**config.mk**
```make
export PLATFORM = sky130hd
export DESIGN_NAME = track_occupancy_scanner
export DESIGN_NICKNAME = d
export VERILOG_FILES = /design/src/rtl/tos_pkg.sv /design/src/rtl/track_occupancy_scanner.sv /design/src/rtl/tos_ram.sv /design/src/rtl/tos_ctrl.sv /design/src/rtl/tos_dp.sv
export SDC_FILE = /design/constraint.sdc
export NUM_CORES = 1
export LEC_CHECK = 0
export ABC_CLOCK_PERIOD_IN_PS = 5900
export BUFFER_PORTS_ARGS = -buffer_cell sky130_fd_sc_hd__buf_4
export CAP_MARGIN = 0
export CORE_ASPECT_RATIO = 0.8
export CORE_MARGIN = 2
export CORE_UTILIZATION = 35
export CTS_CLUSTER_DIAMETER = 30
export DETAILED_ROUTE_END_ITERATION = 8
export SYNTH_ARGS = -nofsm -noshare
export SYNTH_HDL_FRONTEND = slang
export SYNTH_SLANG_ARGS = --single-unit
export TNS_END_PERCENT = 20
```
**constraint.sdc**
```tcl
create_clock -name clk -period 5.9 [get_ports clk]
set_clock_uncertainty 0.2 [all_clocks]
set_input_delay 0.885 -clock clk [delete_from_list [all_inputs] [get_ports clk]]
set_output_delay 0.885 -clock clk [all_outputs]
set_load 0.01 [all_outputs]
```
**src/rtl/tos_pkg.sv**
```systemverilog
// Shared types and constants for the track occupancy scanner.
// Used by the controller, the datapath and the top level; depends on nothing.
package tos_pkg;

    // Default number of scanned feedback channels.
    localparam int CHANNELS_DEF = 16;

    // Fixed widths of the transaction fields.
    localparam int FUNC_W    = 2;
    localparam int ID_W      = 8;
    localparam int CHAN_W    = 4;
    localparam int COUNT_W   = 8;
    localparam int CFG_IDX_W = 2;
    localparam int CFG_W     = 8;

    // Function codes of an input transaction.
    localparam logic [FUNC_W-1:0] FUNC_TICK  = 2'd0;
    localparam logic [FUNC_W-1:0] FUNC_QUERY = 2'd1;
    localparam logic [FUNC_W-1:0] FUNC_SET   = 2'd2;

    // Configuration register indexes.
    localparam logic [CFG_IDX_W-1:0] REG_WINDOW_LIMIT = 2'd0;
    localparam logic [CFG_IDX_W-1:0] REG_BUSY_UPPER   = 2'd1;

    // Configuration reset values.
    localparam logic [CFG_W-1:0] WINDOW_LIMIT_RST = 8'd50;
    localparam logic [CFG_W-1:0] BUSY_UPPER_RST   = 8'd45;

    // Per-channel statistics word held in the statistics RAM.
    typedef struct packed {
        logic               occ;
        logic [COUNT_W-1:0] high;
        logic [COUNT_W-1:0] ticks;
    } stat_t;

    // Commands from the controller to the datapath.
    typedef struct packed {
        logic accept;
        logic tick_rd;
        logic tick_eval;
        logic q_start;
        logic q_step;
        logic set_wr;
    } cmd_t;

    // Status from the datapath to the controller.
    typedef struct packed {
        logic q_match;
        logic q_last;
        logic out_busy;
    } sts_t;

    // Contact map entry after reset: channel index plus one.
    function automatic logic [ID_W-1:0] map_reset(input logic [ID_W-1:0] idx);
        return idx + 8'd1;
    endfunction

endpackage

```
**src/rtl/track_occupancy_scanner.sv**
```systemverilog
// Track occupancy scanner: scans CHANNELS feedback inputs one tick at a time,
// judges each channel free or occupied over a tick window, and reports state
// changes and contact id lookups. A tick transaction reads the RAMs, then
// evaluates and writes back. A status query reads one contact map entry per
// cycle from channel 0 upward while the output register is free, and stops
// at the first match or the last channel. A set transaction writes the map. A
// result waits in an output register, and the next transaction is accepted
// while it waits. Every tick evaluation and every query compare step holds
// until that result is taken, whether or not it would produce a new result, so
// a stalled output adds its full wait to the next tick or query. Configuration
// writes are taken every cycle. No clearing pass is needed after reset.
// Depends on tos_pkg, tos_ctrl, tos_dp and tos_ram.
module track_occupancy_scanner
    import tos_pkg::*;
#(
    parameter int CHANNELS = CHANNELS_DEF
) (
    input  logic                 clk,
    input  logic                 rst_n,
    input  logic                 in_valid,
    output logic                 in_ready,
    input  logic [FUNC_W-1:0]    func,
    input  logic                 sample,
    input  logic [ID_W-1:0]      contact_id,
    input  logic [CHAN_W-1:0]    channel,
    output logic                 out_valid,
    input  logic                 out_ready,
    output logic [CHAN_W-1:0]    channel_res,
    output logic [ID_W-1:0]      contact_id_res,
    output logic                 new_state,
    input  logic                 cfg_valid,
    output logic                 cfg_ready,
    input  logic [CFG_IDX_W-1:0] cfg_index,
    input  logic [CFG_W-1:0]     cfg_data
);

    cmd_t cmd;
    sts_t sts;

    // Configuration writes are always taken.
    assign cfg_ready = 1'b1;

    tos_ctrl u_ctrl (
        .clk      (clk),
        .rst_n    (rst_n),
        .in_valid (in_valid),
        .in_ready (in_ready),
        .func     (func),
        .sts      (sts),
        .cmd      (cmd)
    );

    tos_dp #(
        .CHANNELS (CHANNELS)
    ) u_dp (
        .clk            (clk),
        .rst_n          (rst_n),
        .cmd            (cmd),
        .sts            (sts),
        .sample         (sample),
        .contact_id     (contact_id),
        .channel        (channel),
        .cfg_wr         (cfg_valid && cfg_ready),
        .cfg_index      (cfg_index),
        .cfg_data       (cfg_data),
        .out_valid      (out_valid),
        .out_ready      (out_ready),
        .channel_res    (channel_res),
        .contact_id_res (contact_id_res),
        .new_state      (new_state)
    );

endmodule

```
**src/rtl/tos_ram.sv**
```systemverilog
// Generic single-port-write, single-port-read RAM with registered read data.
// Depends on nothing; used for the statistics store and the contact map.
module tos_ram #(
    parameter int WIDTH = 8,
    parameter int DEPTH = 16
) (
    input  logic                     clk,
    input  logic                     we,
    input  logic [$clog2(DEPTH)-1:0] waddr,
    input  logic [WIDTH-1:0]         wdata,
    input  logic                     re,
    input  logic [$clog2(DEPTH)-1:0] raddr,
    output logic [WIDTH-1:0]         rdata
);

    logic [WIDTH-1:0] mem [DEPTH];

    // Write port and registered read port.
    always_ff @(posedge clk)
    begin
        if (we)
        begin
            mem[waddr] <= wdata;
        end
        if (re)
        begin
            rdata <= mem[raddr];
        end
    end

endmodule

```
**src/rtl/tos_ctrl.sv**
```systemverilog
// Controller state machine of the track occupancy scanner.
// Depends on tos_pkg; drives the datapath through cmd_t and reads sts_t.
module tos_ctrl
    import tos_pkg::*;
(
    input  logic              clk,
    input  logic              rst_n,
    input  logic              in_valid,
    output logic              in_ready,
    input  logic [FUNC_W-1:0] func,
    input  sts_t              sts,
    output cmd_t              cmd
);

    typedef enum logic [1:0] {
        S_IDLE,
        S_TICK_EVAL,
        S_Q_CHK
    } state_t;

    state_t state_reg;
    state_t state_next;
    logic   accept;

    assign in_ready = (state_reg == S_IDLE);
    assign accept   = in_valid && in_ready;

    // Command decode and next state.
    always_comb
    begin
        cmd        = '0;
        state_next = state_reg;
        cmd.accept = accept;
        case (state_reg)
            S_IDLE:
            begin
                if (accept)
                begin
                    case (func)
                        FUNC_TICK:
                        begin
                            cmd.tick_rd = 1'b1;
                            state_next  = S_TICK_EVAL;
                        end
                        FUNC_QUERY:
                        begin
                            cmd.q_start = 1'b1;
                            state_next  = S_Q_CHK;
                        end
                        FUNC_SET:
                        begin
                            cmd.set_wr = 1'b1;
                        end
                        default:
                        begin
                            state_next = S_IDLE;
                        end
                    endcase
                end
            end
            S_TICK_EVAL:
            begin
                // Hold while an earlier result still sits in the output register.
                if (!sts.out_busy)
                begin
                    cmd.tick_eval = 1'b1;
                    state_next    = S_IDLE;
                end
            end
            S_Q_CHK:
            begin
                if (!sts.out_busy)
                begin
                    cmd.q_step = 1'b1;
                    if (sts.q_match || sts.q_last)
                    begin
                        state_next = S_IDLE;
                    end
                end
            end
            default:
            begin
                state_next = S_IDLE;
            end
        endcase
    end

    // State register.
    always_ff @(posedge clk or negedge rst_n)
    begin
        if (!rst_n)
        begin
            state_reg <= S_IDLE;
        end
        else
        begin
            state_reg <= state_next;
        end
    end

    // A result is never produced while the output register is still full.
    a_no_emit_when_busy: assert property (@(posedge clk) disable iff (!rst_n)
        (cmd.tick_eval || cmd.q_step) |-> !sts.out_busy)
        else $error("evaluation issued while output register is busy");

    // An accepted tick always goes on to its evaluation cycle.
    a_tick_to_eval: assert property (@(posedge clk) disable iff (!rst_n)
        (accept && func == FUNC_TICK) |=> state_reg == S_TICK_EVAL)
        else $error("tick transaction did not reach evaluation");

    // A query ends on the first match.
    a_query_stops: assert property (@(posedge clk) disable iff (!rst_n)
        (cmd.q_step && sts.q_match) |=> state_reg == S_IDLE)
        else $error("query kept scanning after a match");

    // The controller is ready again in the cycle after a tick evaluation.
    a_eval_done: assert property (@(posedge clk) disable iff (!rst_n)
        cmd.tick_eval |=> in_ready)
        else $error("controller did not return to idle after a tick");

endmodule

```
**src/rtl/tos_dp.sv**
```systemverilog
// Datapath of the track occupancy scanner: configuration registers, scan
// pointer, statistics and contact map RAMs, query index and result register.
// Depends on tos_pkg and tos_ram.
module tos_dp
    import tos_pkg::*;
#(
    parameter int CHANNELS = CHANNELS_DEF
) (
    input  logic                 clk,
    input  logic                 rst_n,
    input  cmd_t                 cmd,
    output sts_t                 sts,
    input  logic                 sample,
    input  logic [ID_W-1:0]      contact_id,
    input  logic [CHAN_W-1:0]    channel,
    input  logic                 cfg_wr,
    input  logic [CFG_IDX_W-1:0] cfg_index,
    input  logic [CFG_W-1:0]     cfg_data,
    output logic                 out_valid,
    input  logic                 out_ready,
    output logic [CHAN_W-1:0]    channel_res,
    output logic [ID_W-1:0]      contact_id_res,
    output logic                 new_state
);

    localparam int AW = $clog2(CHANNELS);
    localparam logic [AW-1:0] LAST_CH = AW'(CHANNELS - 1);

    logic [CFG_W-1:0]  window_limit_reg;
    logic [CFG_W-1:0]  busy_upper_reg;
    logic [AW-1:0]     ptr_reg;
    logic [AW-1:0]     qidx_reg;
    logic              sample_reg;
    logic [ID_W-1:0]   id_reg;
    logic [CHANNELS-1:0] stat_vld_reg;
    logic [CHANNELS-1:0] map_vld_reg;

    logic              out_valid_reg;
    logic [CHAN_W-1:0] out_chan_reg;
    logic [ID_W-1:0]   out_id_reg;
    logic              out_state_reg;

    stat_t             stat_rdata;
    stat_t             stat_cur;
    stat_t             stat_wdata;
    logic [ID_W-1:0]   map_rdata;
    logic              map_we;
    logic [AW-1:0]     map_waddr;
    logic              rd_en;
    logic [AW-1:0]     rd_addr;

    logic [ID_W-1:0]    tick_map;
    logic [ID_W-1:0]    q_map;
    logic               q_occ;
    logic [COUNT_W-1:0] ticks_inc;
    logic [COUNT_W-1:0] high_inc;
    logic               window_done;
    logic               busy;
    logic               tick_event;
    logic               q_advance;
    logic               set_in_range;

    // Configuration registers.
    always_ff @(posedge clk or negedge rst_n)
    begin
        if (!rst_n)
        begin
            window_limit_reg <= WINDOW_LIMIT_RST;
            busy_upper_reg   <= BUSY_UPPER_RST;
        end
        else if (cfg_wr)
        begin
            case (cfg_index)
                REG_WINDOW_LIMIT: window_limit_reg <= cfg_data;
                REG_BUSY_UPPER:   busy_upper_reg   <= cfg_data;
                default:          ;
            endcase
        end
    end

    // Latch the payload of an accepted transaction.
    always_ff @(posedge clk)
    begin
        if (cmd.accept)
        begin
            sample_reg <= sample;
            id_reg     <= contact_id;
        end
    end

    // Entries never written read as their reset values.
    assign stat_cur = stat_vld_reg[ptr_reg] ? stat_rdata : '0;
    assign tick_map = map_vld_reg[ptr_reg] ? map_rdata : map_reset(ID_W'(ptr_reg));
    assign q_map    = map_vld_reg[qidx_reg] ? map_rdata : map_reset(ID_W'(qidx_reg));
    assign q_occ    = stat_vld_reg[qidx_reg] ? stat_rdata.occ : 1'b0;

    // Tick evaluation: bump counts, judge the channel once its window closes.
    assign ticks_inc   = stat_cur.ticks + 8'd1;
    assign high_inc    = stat_cur.high + COUNT_W'(sample_reg);
    assign window_done = (ticks_inc > window_limit_reg);
    assign busy        = (high_inc != '0) && (high_inc < busy_upper_reg);
    assign tick_event  = cmd.tick_eval && window_done && (busy != stat_cur.occ);

    always_comb
    begin
        if (window_done)
        begin
            stat_wdata       = '0;
            stat_wdata.occ   = busy;
        end
        else
        begin
            stat_wdata.occ   = stat_cur.occ;
            stat_wdata.high  = high_inc;
            stat_wdata.ticks = ticks_inc;
        end
    end

    // Query scan: compare one entry per cycle unless stalled, prefetch next.
    assign sts.q_match  = (q_map == id_reg);
    assign sts.q_last   = (qidx_reg == LAST_CH);
    assign sts.out_busy = out_valid_reg && !out_ready;
    assign q_advance    = cmd.q_step && !sts.q_match && !sts.q_last;

    // Shared read address for both RAMs.
    assign rd_en = cmd.tick_rd || cmd.q_start || q_advance;
    always_comb
    begin
        if (cmd.tick_rd)
        begin
            rd_addr = ptr_reg;
        end
        else if (cmd.q_start)
        begin
            rd_addr = '0;
        end
        else
        begin
            rd_addr = qidx_reg + AW'(1);
        end
    end

    // Map writes from set transactions within the channel range.
    assign set_in_range = (32'(channel) < CHANNELS);
    assign map_we       = cmd.set_wr && set_in_range;
    assign map_waddr    = AW'(channel);

    tos_ram #(
        .WIDTH ($bits(stat_t)),
        .DEPTH (CHANNELS)
    ) u_stat_ram (
        .clk   (clk),
        .we    (cmd.tick_eval),
        .waddr (ptr_reg),
        .wdata (stat_wdata),
        .re    (rd_en),
        .raddr (rd_addr),
        .rdata (stat_rdata)
    );

    tos_ram #(
        .WIDTH (ID_W),
        .DEPTH (CHANNELS)
    ) u_map_ram (
        .clk   (clk),
        .we    (map_we),
        .waddr (map_waddr),
        .wdata (contact_id),
        .re    (rd_en),
        .raddr (rd_addr),
        .rdata (map_rdata)
    );

    // Scan pointer, query index and entry valid bits.
    always_ff @(posedge clk or negedge rst_n)
    begin
        if (!rst_n)
        begin
            ptr_reg      <= '0;
            qidx_reg     <= '0;
            stat_vld_reg <= '0;
            map_vld_reg  <= '0;
        end
        else
        begin
            if (cmd.tick_eval)
            begin
                ptr_reg               <= (ptr_reg == LAST_CH) ? '0 : ptr_reg + AW'(1);
                stat_vld_reg[ptr_reg] <= 1'b1;
            end
            if (cmd.q_start)
            begin
                qidx_reg <= '0;
            end
            else if (q_advance)
            begin
                qidx_reg <= qidx_reg + AW'(1);
            end
            if (map_we)
            begin
                map_vld_reg[map_waddr] <= 1'b1;
            end
        end
    end

    // Output register: filled by a state change or a query hit.
    always_ff @(posedge clk or negedge rst_n)
    begin
        if (!rst_n)
        begin
            out_valid_reg <= 1'b0;
        end
        else if (tick_event || (cmd.q_step && sts.q_match))
        begin
            out_valid_reg <= 1'b1;
        end
        else if (out_ready)
        begin
            out_valid_reg <= 1'b0;
        end
    end

    always_ff @(posedge clk)
    begin
        if (tick_event)
        begin
            out_chan_reg  <= CHAN_W'(ptr_reg);
            out_id_reg    <= tick_map;
            out_state_reg <= busy;
        end
        else if (cmd.q_step && sts.q_match)
        begin
            out_chan_reg  <= CHAN_W'(qidx_reg);
            out_id_reg    <= q_map;
            out_state_reg <= q_occ;
        end
    end

    assign out_valid      = out_valid_reg;
    assign channel_res    = out_chan_reg;
    assign contact_id_res = out_id_reg;
    assign new_state      = out_state_reg;

endmodule

```
==> flow_metrics.env, run 1 <==
export IMPL_fin_tns_setup_ns=0
export IMPL_cap_violations=0
export IMPL_ys_seq_area_share_pct=69.2
export IMPL_fillers=5337
export IMPL_ys_top_cells_by_area="edfxtp_1, a211oi_1, dfrtp_1"
export IMPL_drtPass1Iterations=7
export IMPL_crit_fanout=21
export IMPL_dp_hpwl_mm=29.6
export IMPL_synth_edf_count=447
export IMPL_grt_pass1_vias=12700
export IMPL_insertion_delay_ns=0.64
export IMPL_period_needed_ns=5.54
export IMPL_grt_pass1_wl_mm=77.8
export IMPL_ctsHtreeMaxLevel=3
export IMPL_rows=81
export IMPL_clk_pin_slew_ns=0.05
export IMPL_max_stage_delay_ns=0.87
export IMPL_cts_tree="yes"
export IMPL_rsz0062_at_grt="no"
export IMPL_synthCells=1468
export IMPL_core_area_um2=61000
export IMPL_min_delay_path_class="input port to asynchronous set/reset pin"
export IMPL_drtIter0Drc=1208
export IMPL_antenna_left=0
export IMPL_start_util_pct=35.3
export IMPL_placed_area_um2=23100
export IMPL_synth_top_area_share_pct=62.3
export IMPL_fmax_ghz=0.180
export IMPL_largest_register="u_dp.u_stat_ram.mem"
export IMPL_die_area_um2=63600
export IMPL_required_ns=5.95
export IMPL_io_buffers=44
export IMPL_drt_total_wl_mm=51.7
export IMPL_cp_arrival_ns=5.59
export IMPL_path_class="flop to flop"
export IMPL_grt_start_max_net_pins=131
export IMPL_setup_viol=0
export IMPL_power_density_nw_per_um2=624
export IMPL_worstPathCellList="mux4_2, nand2_1, a21oi_1, nor2_1, buf_4, nor2b_1, ha_1, nand2_1, or2_2, xor2_1, nor2_1, ha_1, a21o_1, a21oi_1, a21oi_1, buf_4, or2_2, nor2_1"
export IMPL_cp_top_family="simple AND/OR/NAND/NOR gates"
export IMPL_final_layout_size_suffix_gt1_share_pct=21.7
export IMPL_synth_top_flop_cell="edfxtp_1"
export IMPL_drc=0
export IMPL_final_nets=1633
export IMPL_clock_path_buffers=3
export IMPL_place_gp_congestion=0.836
export IMPL_viasPerCell=5.11
export IMPL_post_route_period_util_pct=93.9
export IMPL_ir_drop_uv=375
export IMPL_path_buf_inv=2
export IMPL_slew_viol_final=0
export IMPL_ys_ff_latch=506
export IMPL_die_h_um=226
export IMPL_synth_nets=1521
export IMPL_die_width_um=281
export IMPL_cts_sinks=506
export IMPL_start_kind="flop"
export IMPL_reg_largest_list="u_dp.u_stat_ram.mem (272), u_dp.u_map_ram.mem (128), u_dp.u_stat_ram.rdata (17)"
export IMPL_syn2layout_area_growth_pct=24.6
export IMPL_total_leakage_power_nw=9.56
export IMPL_slowest_stage="nor2_1"
export IMPL_fin_area_um2=26900
export IMPL_worstMarginPinSlew_ns=1.31
export IMPL_async_flop_share_pct=11.7
export IMPL_synth_cell_types=61
export IMPL_syn_area_per_cell_um2=14.7
export IMPL_wire_per_inst_um=20.7
export IMPL_finalHoldViolCount=0
export IMPL_synth_area_leader_cell="edfxtp_1"
export IMPL_status="finished clean"
export IMPL_relSlewSlack_pct=12.2
export IMPL_syn_area_um2=21600
export IMPL_grt_overflow=0
export IMPL_clockRootBuffer="clkbuf_16"
export IMPL_numCtsBuffers=104
export IMPL_ys_warn_count=0
export IMPL_antenna_found_initial=1
export IMPL_total_power_mw=16.7
export IMPL_largest_reg_flops=272
export IMPL_cp_end_kind="flop"
export IMPL_utilization_pct=44.0
export IMPL_grt_usage_pct=16.4
export IMPL_vias=12800
export IMPL_pin_count=46
power breakdown:
| part | switching (mW) | internal, mW | leakage, nW |
|---|---|---|---|
| logic | 3.43 | 1.93 | 2.92 |
| registers | 0.253 | 4.92 | 4.83 |
| clock network | 1.90 | 4.32 | 1.81 |
| total | 5.58 | 11.2 | 9.56 |
synth_stat cells, drive strengths merged (2+ instances only):
cell,count
clkbuf,64
a31oi,2
and3,2
a21oi,109
nor2b,114
xnor2,10
o211ai,4
and2,13
xor2,14
nand3,19
nand4,3
o21ai,22
mux2,11
or3,3
nor2,46
edfxtp,447
or2,37
mux2i,112
or4,2
a21o,2
nand2b,10
nor4,2
buf,23
nand3b,2
nand2,44
o22ai,2
o2111ai,2
and4,5
dfrtp,52
inv,29
a211oi,176
mux4,16
o21a,2
ha,23
dfstp,7
nor3b,4
o221a,5
nor3,15
o21bai,2
through the flow:
stage,instances,setup WS [ns],hold slack [ns]
finish,2498,0.358,0.134
global route,2497,0.0585,0.194
CTS,2497,0.334,0.140
detailed placement,2304,0.335,0.277
global placement,2304,0.551,0.276
floorplan,1468,0.704,0.252
final timing paths:
check,from,to,slack (ns),depth (start not counted)
min in group clk,sample,u_dp.sample_reg,0.25,1
hold reg to reg,u_dp.map_vld_reg[3],u_dp.map_vld_reg[3],0.29,1
hold / removal,rst_n,u_dp.window_limit_reg[2],0.13,1
max in group asynchronous,rst_n,u_dp.map_vld_reg[7],4.83,1
setup reg to reg,u_dp.ptr_reg[1],u_dp.u_stat_ram.mem[2][11],0.36,18
setup / recovery,u_dp.ptr_reg[1],u_dp.u_stat_ram.mem[2][11],0.36,18
placed cells by master (no fill, tap or decap), types with 4 or more instances in the layout:
cell type,Yosys,layout
clkbuf_16,0,106
inv_6,0,4
o21ai_0,20,18
edfxtp_1,447,447
nor2_1,46,44
nand2b_1,10,10
clkbuf_1,64,10
nand2_1,44,44
or2_2,35,35
buf_12,0,7
bufinv_16,0,23
clkinvlp_4,0,15
mux4_2,16,16
nor2b_1,114,114
clkinv_1,0,9
a211oi_1,176,176
xnor2_1,10,10
mux2i_1,112,111
buf_4,7,86
clkinv_4,0,6
inv_1,29,29
ha_1,23,23
a21oi_1,109,108
and2_1,13,9
nor3_1,15,15
and2_2,0,4
o221a_2,5,5
dfrtp_1,52,52
dfstp_2,7,7
xor2_1,14,14
clkinv_2,0,13
nand3_1,19,19
mux2_2,10,10
cell families (layout without fill, tap and decap cells):
family / after synthesis / in the layout / synth area share, %
other: 1 / 2 / 0.0174
flip-flops: 506 / 506 / 69.2
AND/OR/NAND/NOR: 322 / 322 / 8.29
XOR/XNOR: 24 / 24 / 0.975
adder cells (fa/ha/maj): 23 / 23 / 1.34
AO/OA/AOI/OAI: 337 / 337 / 10.5
multiplexers: 139 / 139 / 7.47
buffers and inverters: 116 / 315 / 2.27
per-layer routing:
layer,global-route usage (%),share of wire (%)
met1,23.8,48
met2,24.5,44
met3,3.72,6.1
met4,4.91,1.9
met5,0,0.023
final cells by class:
cell class | instances | area (µm²) | share of cell area (%)
repair buffers | 93 | 786 | 2.93
flip-flops and latches | 506 | 14900 | 55.5
clock buffers | 119 | 2730 | 10.2
clock inverters | 74 | 1060 | 3.94
diodes | 1 | 2.50 | 0.00932
well taps | 830 | 1040 | 3.87
inverters | 29 | 109 | 0.405
multi-input cells | 846 | 6220 | 23.2
timing repair:
item                       4_1_cts  5_1_grt
resized for setup                0        2
hold buffers                     0        0
buffers inserted                 0        0
setup endpoints to repair        0       30
Note: power is estimated with default switching activity, not from simulation.
==> run 2: changes to the inputs <==
==> constraint.sdc (replaced) <==
create_clock -name clk -period 5.9 [get_ports clk]
set_clock_uncertainty 0.2 [all_clocks]
set_input_delay 1.18 -clock clk [delete_from_list [all_inputs] [get_ports clk]]
set_output_delay 1.18 -clock clk [all_outputs]
set_load 0.01 [all_outputs]
==> run 2 against run 1 <==
Setup slack improved by 0.087 ns. First-iteration DRC count is 14% lower. Final cell count did not move. Sequential share of layout area rose by 0.39 points. Critical path depth did not move. Maximum frequency rose by 1.6%. Die area is the same. Sequential power is essentially flat. Power decreased by 2.0%. Routed wire length fell by 0.27%. Core utilization is 0.31 points lower. Clock power fell by 5.0%.
==> flow_metrics.env, run 2 (synthesis gave the netlist of run 1 again) <==
export IMPL_utilization_pct=43.7
export IMPL_clock_path_buffers=3
export IMPL_busiest_layer="met2"
export IMPL_start_kind="flop"
export IMPL_cts_sinks=506
export IMPL_die_h_um=226
export IMPL_use_met2_pct=24.2
export IMPL_dp_hpwl_mm=30.0
export IMPL_period_needed_ns=5.45
export IMPL_required_ns=5.97
export IMPL_syn2layout_area_growth_pct=23.7
export IMPL_total_power_mw=16.4
export IMPL_setup_viol=0
export IMPL_vias=12800
export IMPL_reg_largest_list="u_dp.u_stat_ram.mem (272), u_dp.u_map_ram.mem (128), u_dp.u_stat_ram.rdata (17)"
export IMPL_final_layout_size_suffix_gt1_share_pct=21.5
export IMPL_status="finished clean"
export IMPL_grt_pass1_wl_mm=78.4
export IMPL_use_met3_pct=3.97
export IMPL_finalHoldViolCount=0
export IMPL_rows=81
export IMPL_place_gp_congestion=0.833
export IMPL_final_common_cell="edfxtp_1"
export IMPL_clockRootBuffer="clkbuf_16"
export IMPL_drc=0
export IMPL_ctsHtreeMaxLevel=3
export IMPL_cp_end_kind="flop"
export IMPL_placed_area_um2=23000
export IMPL_wire_per_inst_um=20.7
export IMPL_io_buffers=44
export IMPL_fillers=5431
export IMPL_cp_arrival_ns=5.52
export IMPL_antenna_left=0
export IMPL_fmax_ghz=0.183
export IMPL_relSlewSlack_pct=22.7
export IMPL_largest_register="u_dp.u_stat_ram.mem"
export IMPL_total_leakage_power_nw=9.48
export IMPL_grt_pass1_vias=13000
export IMPL_post_route_period_util_pct=92.4
export IMPL_core_area_um2=61000
export IMPL_clk_pin_slew_ns=0.05
export IMPL_min_delay_path_class="flop to flop"
export IMPL_die_width_um=281
export IMPL_grt_overflow=0
export IMPL_drtPass1Iterations=5
export IMPL_pin_count=46
export IMPL_die_area_um2=63600
export IMPL_final_nets=1631
export IMPL_drtIter0Drc=1040
export IMPL_use_met1_pct=23.9
export IMPL_rsz0062_at_grt="no"
export IMPL_fin_tns_setup_ns=0
export IMPL_grt_start_max_net_pins=136
export IMPL_ir_drop_uv=386
export IMPL_numCtsBuffers=103
export IMPL_insertion_delay_ns=0.64
export IMPL_fin_area_um2=26700
export IMPL_slew_viol_final=0
export IMPL_viasPerCell=5.12
export IMPL_cap_violations=0
export IMPL_start_util_pct=35.3
export IMPL_path_class="flop to flop"
export IMPL_antennaDiodeCount=0
export IMPL_grt_usage_pct=16.5
export IMPL_power_density_nw_per_um2=615
export IMPL_cts_tree="yes"
export IMPL_antenna_found_initial=1
export IMPL_worstMarginPinSlew_ns=1.16
export IMPL_crit_fanout=21
export IMPL_drt_total_wl_mm=51.6
export IMPL_mostFrequentLayoutCells="edfxtp_1, a211oi_1, nor2b_1"
export IMPL_largest_reg_flops=272
[run 2: cell types whose count changed in the layout (fill, tap and decap cells not counted), sizes merged]
| cell | previous run | this run |
|---|---|---|
| clkbuf | 119 | 122 |
| clkinvlp | 15 | 13 |
| bufinv | 23 | 15 |
| clkinv | 31 | 40 |
| diode | 1 | 0 |
| buf | 93 | 92 |
[run 2: area by class of cell]
cell class	instances	area (µm²)	share of cell area (%)
Sequential cell	506	14900	55.9
Multi-Input combinational cell	846	6220	23.3
Clock buffer	122	2720	10.2
Tap cell	830	1040	3.89
Clock inverter	73	916	3.44
Timing Repair Buffer	92	753	2.82
Inverter	29	109	0.408
[run 2: worst paths after layout]
kind	slack [ns]	from	depth (start not counted)	endpoint
max	0.45	u_dp.ptr_reg[1]	18	u_dp.u_stat_ram.mem[13][12]
min	0.29	u_dp.map_vld_reg[3]	1	u_dp.map_vld_reg[3]
max reg2reg	0.45	u_dp.ptr_reg[1]	18	u_dp.u_stat_ram.mem[13][12]
min reg2reg	0.29	u_dp.map_vld_reg[3]	1	u_dp.map_vld_reg[3]
max in group asynchronous	4.53	rst_n	1	u_dp.map_vld_reg[9]
min in group asynchronous	0.43	rst_n	1	u_dp.window_limit_reg[7]
[run 2: stage by stage]
stage                     hold WS (ns)  std cells  setup WS, ns
after floorplan                  0.252       1468         0.704
after global placement           0.279       2303         0.633
after detailed placement         0.277       2303         0.446
after CTS                        0.288       2498         0.391
after global routing             0.321       2498         0.105
final                            0.294       2498         0.445
[run 2: power by group]
group	internal [mW]	switching [mW]
Sequential	4.92	0.250
Clock	3.97	1.92
Combinational	1.90	3.43
Total	10.8	5.61
[run 2: what timing repair did]
| item | 4_1_cts | 5_1_grt |
|---|---|---|
| hold buffers | 0 | 0 |
| setup buffers | 0 | 0 |
| endpoints found under the setup margin | 0 | 13 |
| gates resized for setup | 0 | 1 |
[run 2: worst max-delay path, stage by stage, from the launching register on]
cell and delay, ns:
dfrtp_1 0.56, mux4_2 0.43, nand2_1 0.05, a21oi_1 0.29
nor2_1 0.11, buf_4 0.22, nor2b_1 0.24, ha_1 0.26
nand2_1 0.08, or2_2 0.29, xor2_1 0.19, nor2_1 0.07
ha_1 0.31, a21o_1 0.18, a21oi_1 0.15, a21oi_1 0.12
buf_4 0.21, or2_2 0.33, nor2_1 0.78
[run 2: per-layer routing]
layer | wire, µm | vias up
met5 | 0 | -
met3 | 3250 | 75
met4 | 1130 | 0
li1 | - | 5934
met1 | 24600 | 6406
met2 | 22600 | 363
==> run 3: changes to the inputs <==
--- a/config.mk
+++ b/config.mk
@@ -6,7 +6,7 @@
 export NUM_CORES = 1
 export LEC_CHECK = 0
 export ABC_CLOCK_PERIOD_IN_PS = 5900
-export BUFFER_PORTS_ARGS = -buffer_cell sky130_fd_sc_hd__buf_4
+export BUFFER_PORTS_ARGS = -buffer_cell sky130_fd_sc_hd__buf_2
 export CAP_MARGIN = 0
 export CORE_ASPECT_RATIO = 0.8
 export CORE_MARGIN = 2
==> run 3 against run 2 <==
Clock power about the same. Power up 0.39%. Register-to-register slack better by 0.07 ns. Maximum frequency up 1.4%. Critical path type unchanged. Setup slack improved by 0.074 ns. Die area stayed put. Via count about the same. Global-route usage is 0.32 points lower.
==> flow_metrics.env, run 3 (synthesis gave the netlist of run 1 again) <==
export IMPL_cp_arrival_ns=5.42
export IMPL_fillers=5423
export IMPL_rsz0062_at_grt="no"
export IMPL_status="finished clean"
export IMPL_grt_usage_pct=16.1
export IMPL_reg_largest_list="u_dp.u_stat_ram.mem (272), u_dp.u_map_ram.mem (128), u_dp.u_stat_ram.rdata (17)"
export IMPL_ctsHtreeMaxLevel=3
export IMPL_worstPathCellList="mux4_2, nand2_1, a21oi_1, nor2_1, buf_4, nor2b_1, ha_1, nand2_1, or2_2, xor2_1, nor2_1, ha_1, nand3_1, a31o_2, a21oi_1, nand2_1, or2_1, o21ai_1"
export IMPL_vias=12800
export IMPL_grt_pass1_vias=12300
export IMPL_die_h_um=226
export IMPL_cts_repair_resized=0
export IMPL_reg2reg_from="u_dp.ptr_reg[1]"
export IMPL_r2r_end="u_dp.channel_res[3]"
export IMPL_antenna_left=0
export IMPL_numCtsBuffers=100
export IMPL_final_nets=1636
export IMPL_cp_top_family="simple AND/OR/NAND/NOR gates"
export IMPL_cp_end_kind="flop"
export IMPL_ir_drop_uv=304
export IMPL_drt_total_wl_mm=51.2
export IMPL_period_needed_ns=5.38
export IMPL_reg2reg_slack_ns=0.52
export IMPL_start_kind="flop"
export IMPL_required_ns=5.94
export IMPL_cpMostUsedCell="nand2_1"
export IMPL_fin_tns_setup_ns=0
export IMPL_post_route_period_util_pct=91.2
export IMPL_mostFrequentLayoutCells="edfxtp_1, a211oi_1, nor2b_1"
export IMPL_slowest_stage="o21ai_1"
export IMPL_cts_tree="yes"
export IMPL_placed_area_um2=23000
export IMPL_min_delay_path_class="flop to flop"
export IMPL_post_cts_setup_buffer_count=0
export IMPL_pin_count=46
export IMPL_clock_path_buffers=3
export IMPL_rows=81
export IMPL_slew_viol_final=0
export IMPL_hp_start="u_dp.map_vld_reg[2]"
export IMPL_wire_per_inst_um=20.5
export IMPL_largest_register="u_dp.u_stat_ram.mem"
export IMPL_place_gp_congestion=0.842
export IMPL_syn2layout_area_growth_pct=23.3
export IMPL_start_util_pct=35.3
export IMPL_ctsHoldBuffers=0
export IMPL_clk_pin_slew_ns=0.05
export IMPL_largest_reg_flops=272
export IMPL_die_width_um=281
export IMPL_dp_hpwl_mm=30.5
export IMPL_die_area_um2=63600
export IMPL_utilization_pct=43.6
export IMPL_grt_start_max_net_pins=69
export IMPL_final_common_cell="edfxtp_1"
export IMPL_core_area_um2=61000
export IMPL_cap_violations=0
export IMPL_worstMarginPinSlew_ns=1.25
export IMPL_antenna_found_initial=6
export IMPL_relSlewSlack_pct=16.1
export IMPL_path_buf_inv=1
export IMPL_setup_viol=0
export IMPL_fin_area_um2=26600
export IMPL_insertion_delay_ns=0.64
export IMPL_grt_overflow=0
export IMPL_drtPass1Iterations=5
export IMPL_io_buffers=44
export IMPL_final_layout_size_suffix_gt1_share_pct=21.4
export IMPL_drtIter0Drc=1001
export IMPL_finalHoldViolCount=0
export IMPL_max_stage_delay_ns=0.67
export IMPL_hold_path_end="u_dp.map_vld_reg[2]"
export IMPL_drc=0
export IMPL_clockRootBuffer="clkbuf_16"
export IMPL_fmax_ghz=0.186
export IMPL_grt_pass1_wl_mm=76.3
export IMPL_path_class="flop to flop"
export IMPL_power_density_nw_per_um2=620
export IMPL_r2r_cells=18
export IMPL_crit_fanout=21
export IMPL_min_delay_path_depth=1
export IMPL_cts_sinks=506
export IMPL_total_leakage_power_nw=9.48
export IMPL_viasPerCell=5.11
-- run 3: changes by cell type in the layout (fill, tap and decap cells not counted), sizes merged --
cell,before,now
inv,34,39
bufinv,15,20
diode,0,2
buf,92,100
clkinv,40,39
clkinvlp,13,8
clkbuf,122,111
-- run 3: per-layer routing --
| metal | track usage, % | share of wire, % | up-vias |
|---|---|---|---|
| li1 | - | - | 5929 |
| met1 | 23.9 | 48 | 6390 |
| met2 | 23.3 | 44 | 361 |
| met3 | 3.90 | 5.9 | 99 |
| met4 | 4.87 | 2.2 | 4 |
| met5 | 0 | 0.049 | - |
-- run 3: stage by stage --
step                      instances  hold WS [ns]  power [mW]  setup WS [ns]
final                          2501         0.285        16.5          0.519
after global routing           2501         0.308        17.3          0.205
after CTS                      2499         0.293        16.5          0.543
after detailed placement       2311         0.283        10.6          0.589
after global placement         2311         0.268        10.5          0.766
after floorplan                1468         0.252        8.83          0.704
-- run 3: worst max path at each step --
stage,start,to,slack [ns],depth (start not counted)
5_1_grt,u_dp.ptr_reg[1],u_dp.contact_id_res[6],0.20,18
3_5_place_dp,u_dp.ptr_reg[1],u_dp.contact_id_res[7],0.59,18
4_1_cts,u_dp.ptr_reg[1],u_dp.contact_id_res[6],0.54,18
3_3_place_gp,u_dp.ptr_reg[1],u_dp.contact_id_res[6],0.77,18
6_report,u_dp.ptr_reg[1],u_dp.channel_res[3],0.52,18
2_1_floorplan,u_dp.ptr_reg[0],u_dp.channel_res[0],0.70,22
-- run 3: where the power goes --
part / switching, mW / internal, mW / total [mW]
Combinational: 3.46 / 1.93 / 5.39
Clock: 1.89 / 4.02 / 5.91
Sequential: 0.244 / 4.93 / 5.17
Total: 5.59 / 10.9 / 16.5
-- run 3: layout make-up --
class                   instances  area [µm²]  share of cell area, %
multi-input cells             846        6210                   23.4
flip-flops and latches        506       14900                   56.1
repair buffers                100         716                   2.69
clock buffers                 111        2560                   9.65
clock inverters                77        1030                   3.87
inverters                      29         109                  0.410
well taps                     830        1040                   3.91
diodes                          2        5.00                 0.0188
-- run 3: worst reg2reg max path: cells and delay by family, from the launching register on --
kind	cells	cell delay, ns
simple gates	9	1.52
flops	1	0.47
mux	1	0.39
buf+inv	1	0.22
xor+xnor	1	0.18
compound gates	4	1.45
fa+ha+maj	2	0.56
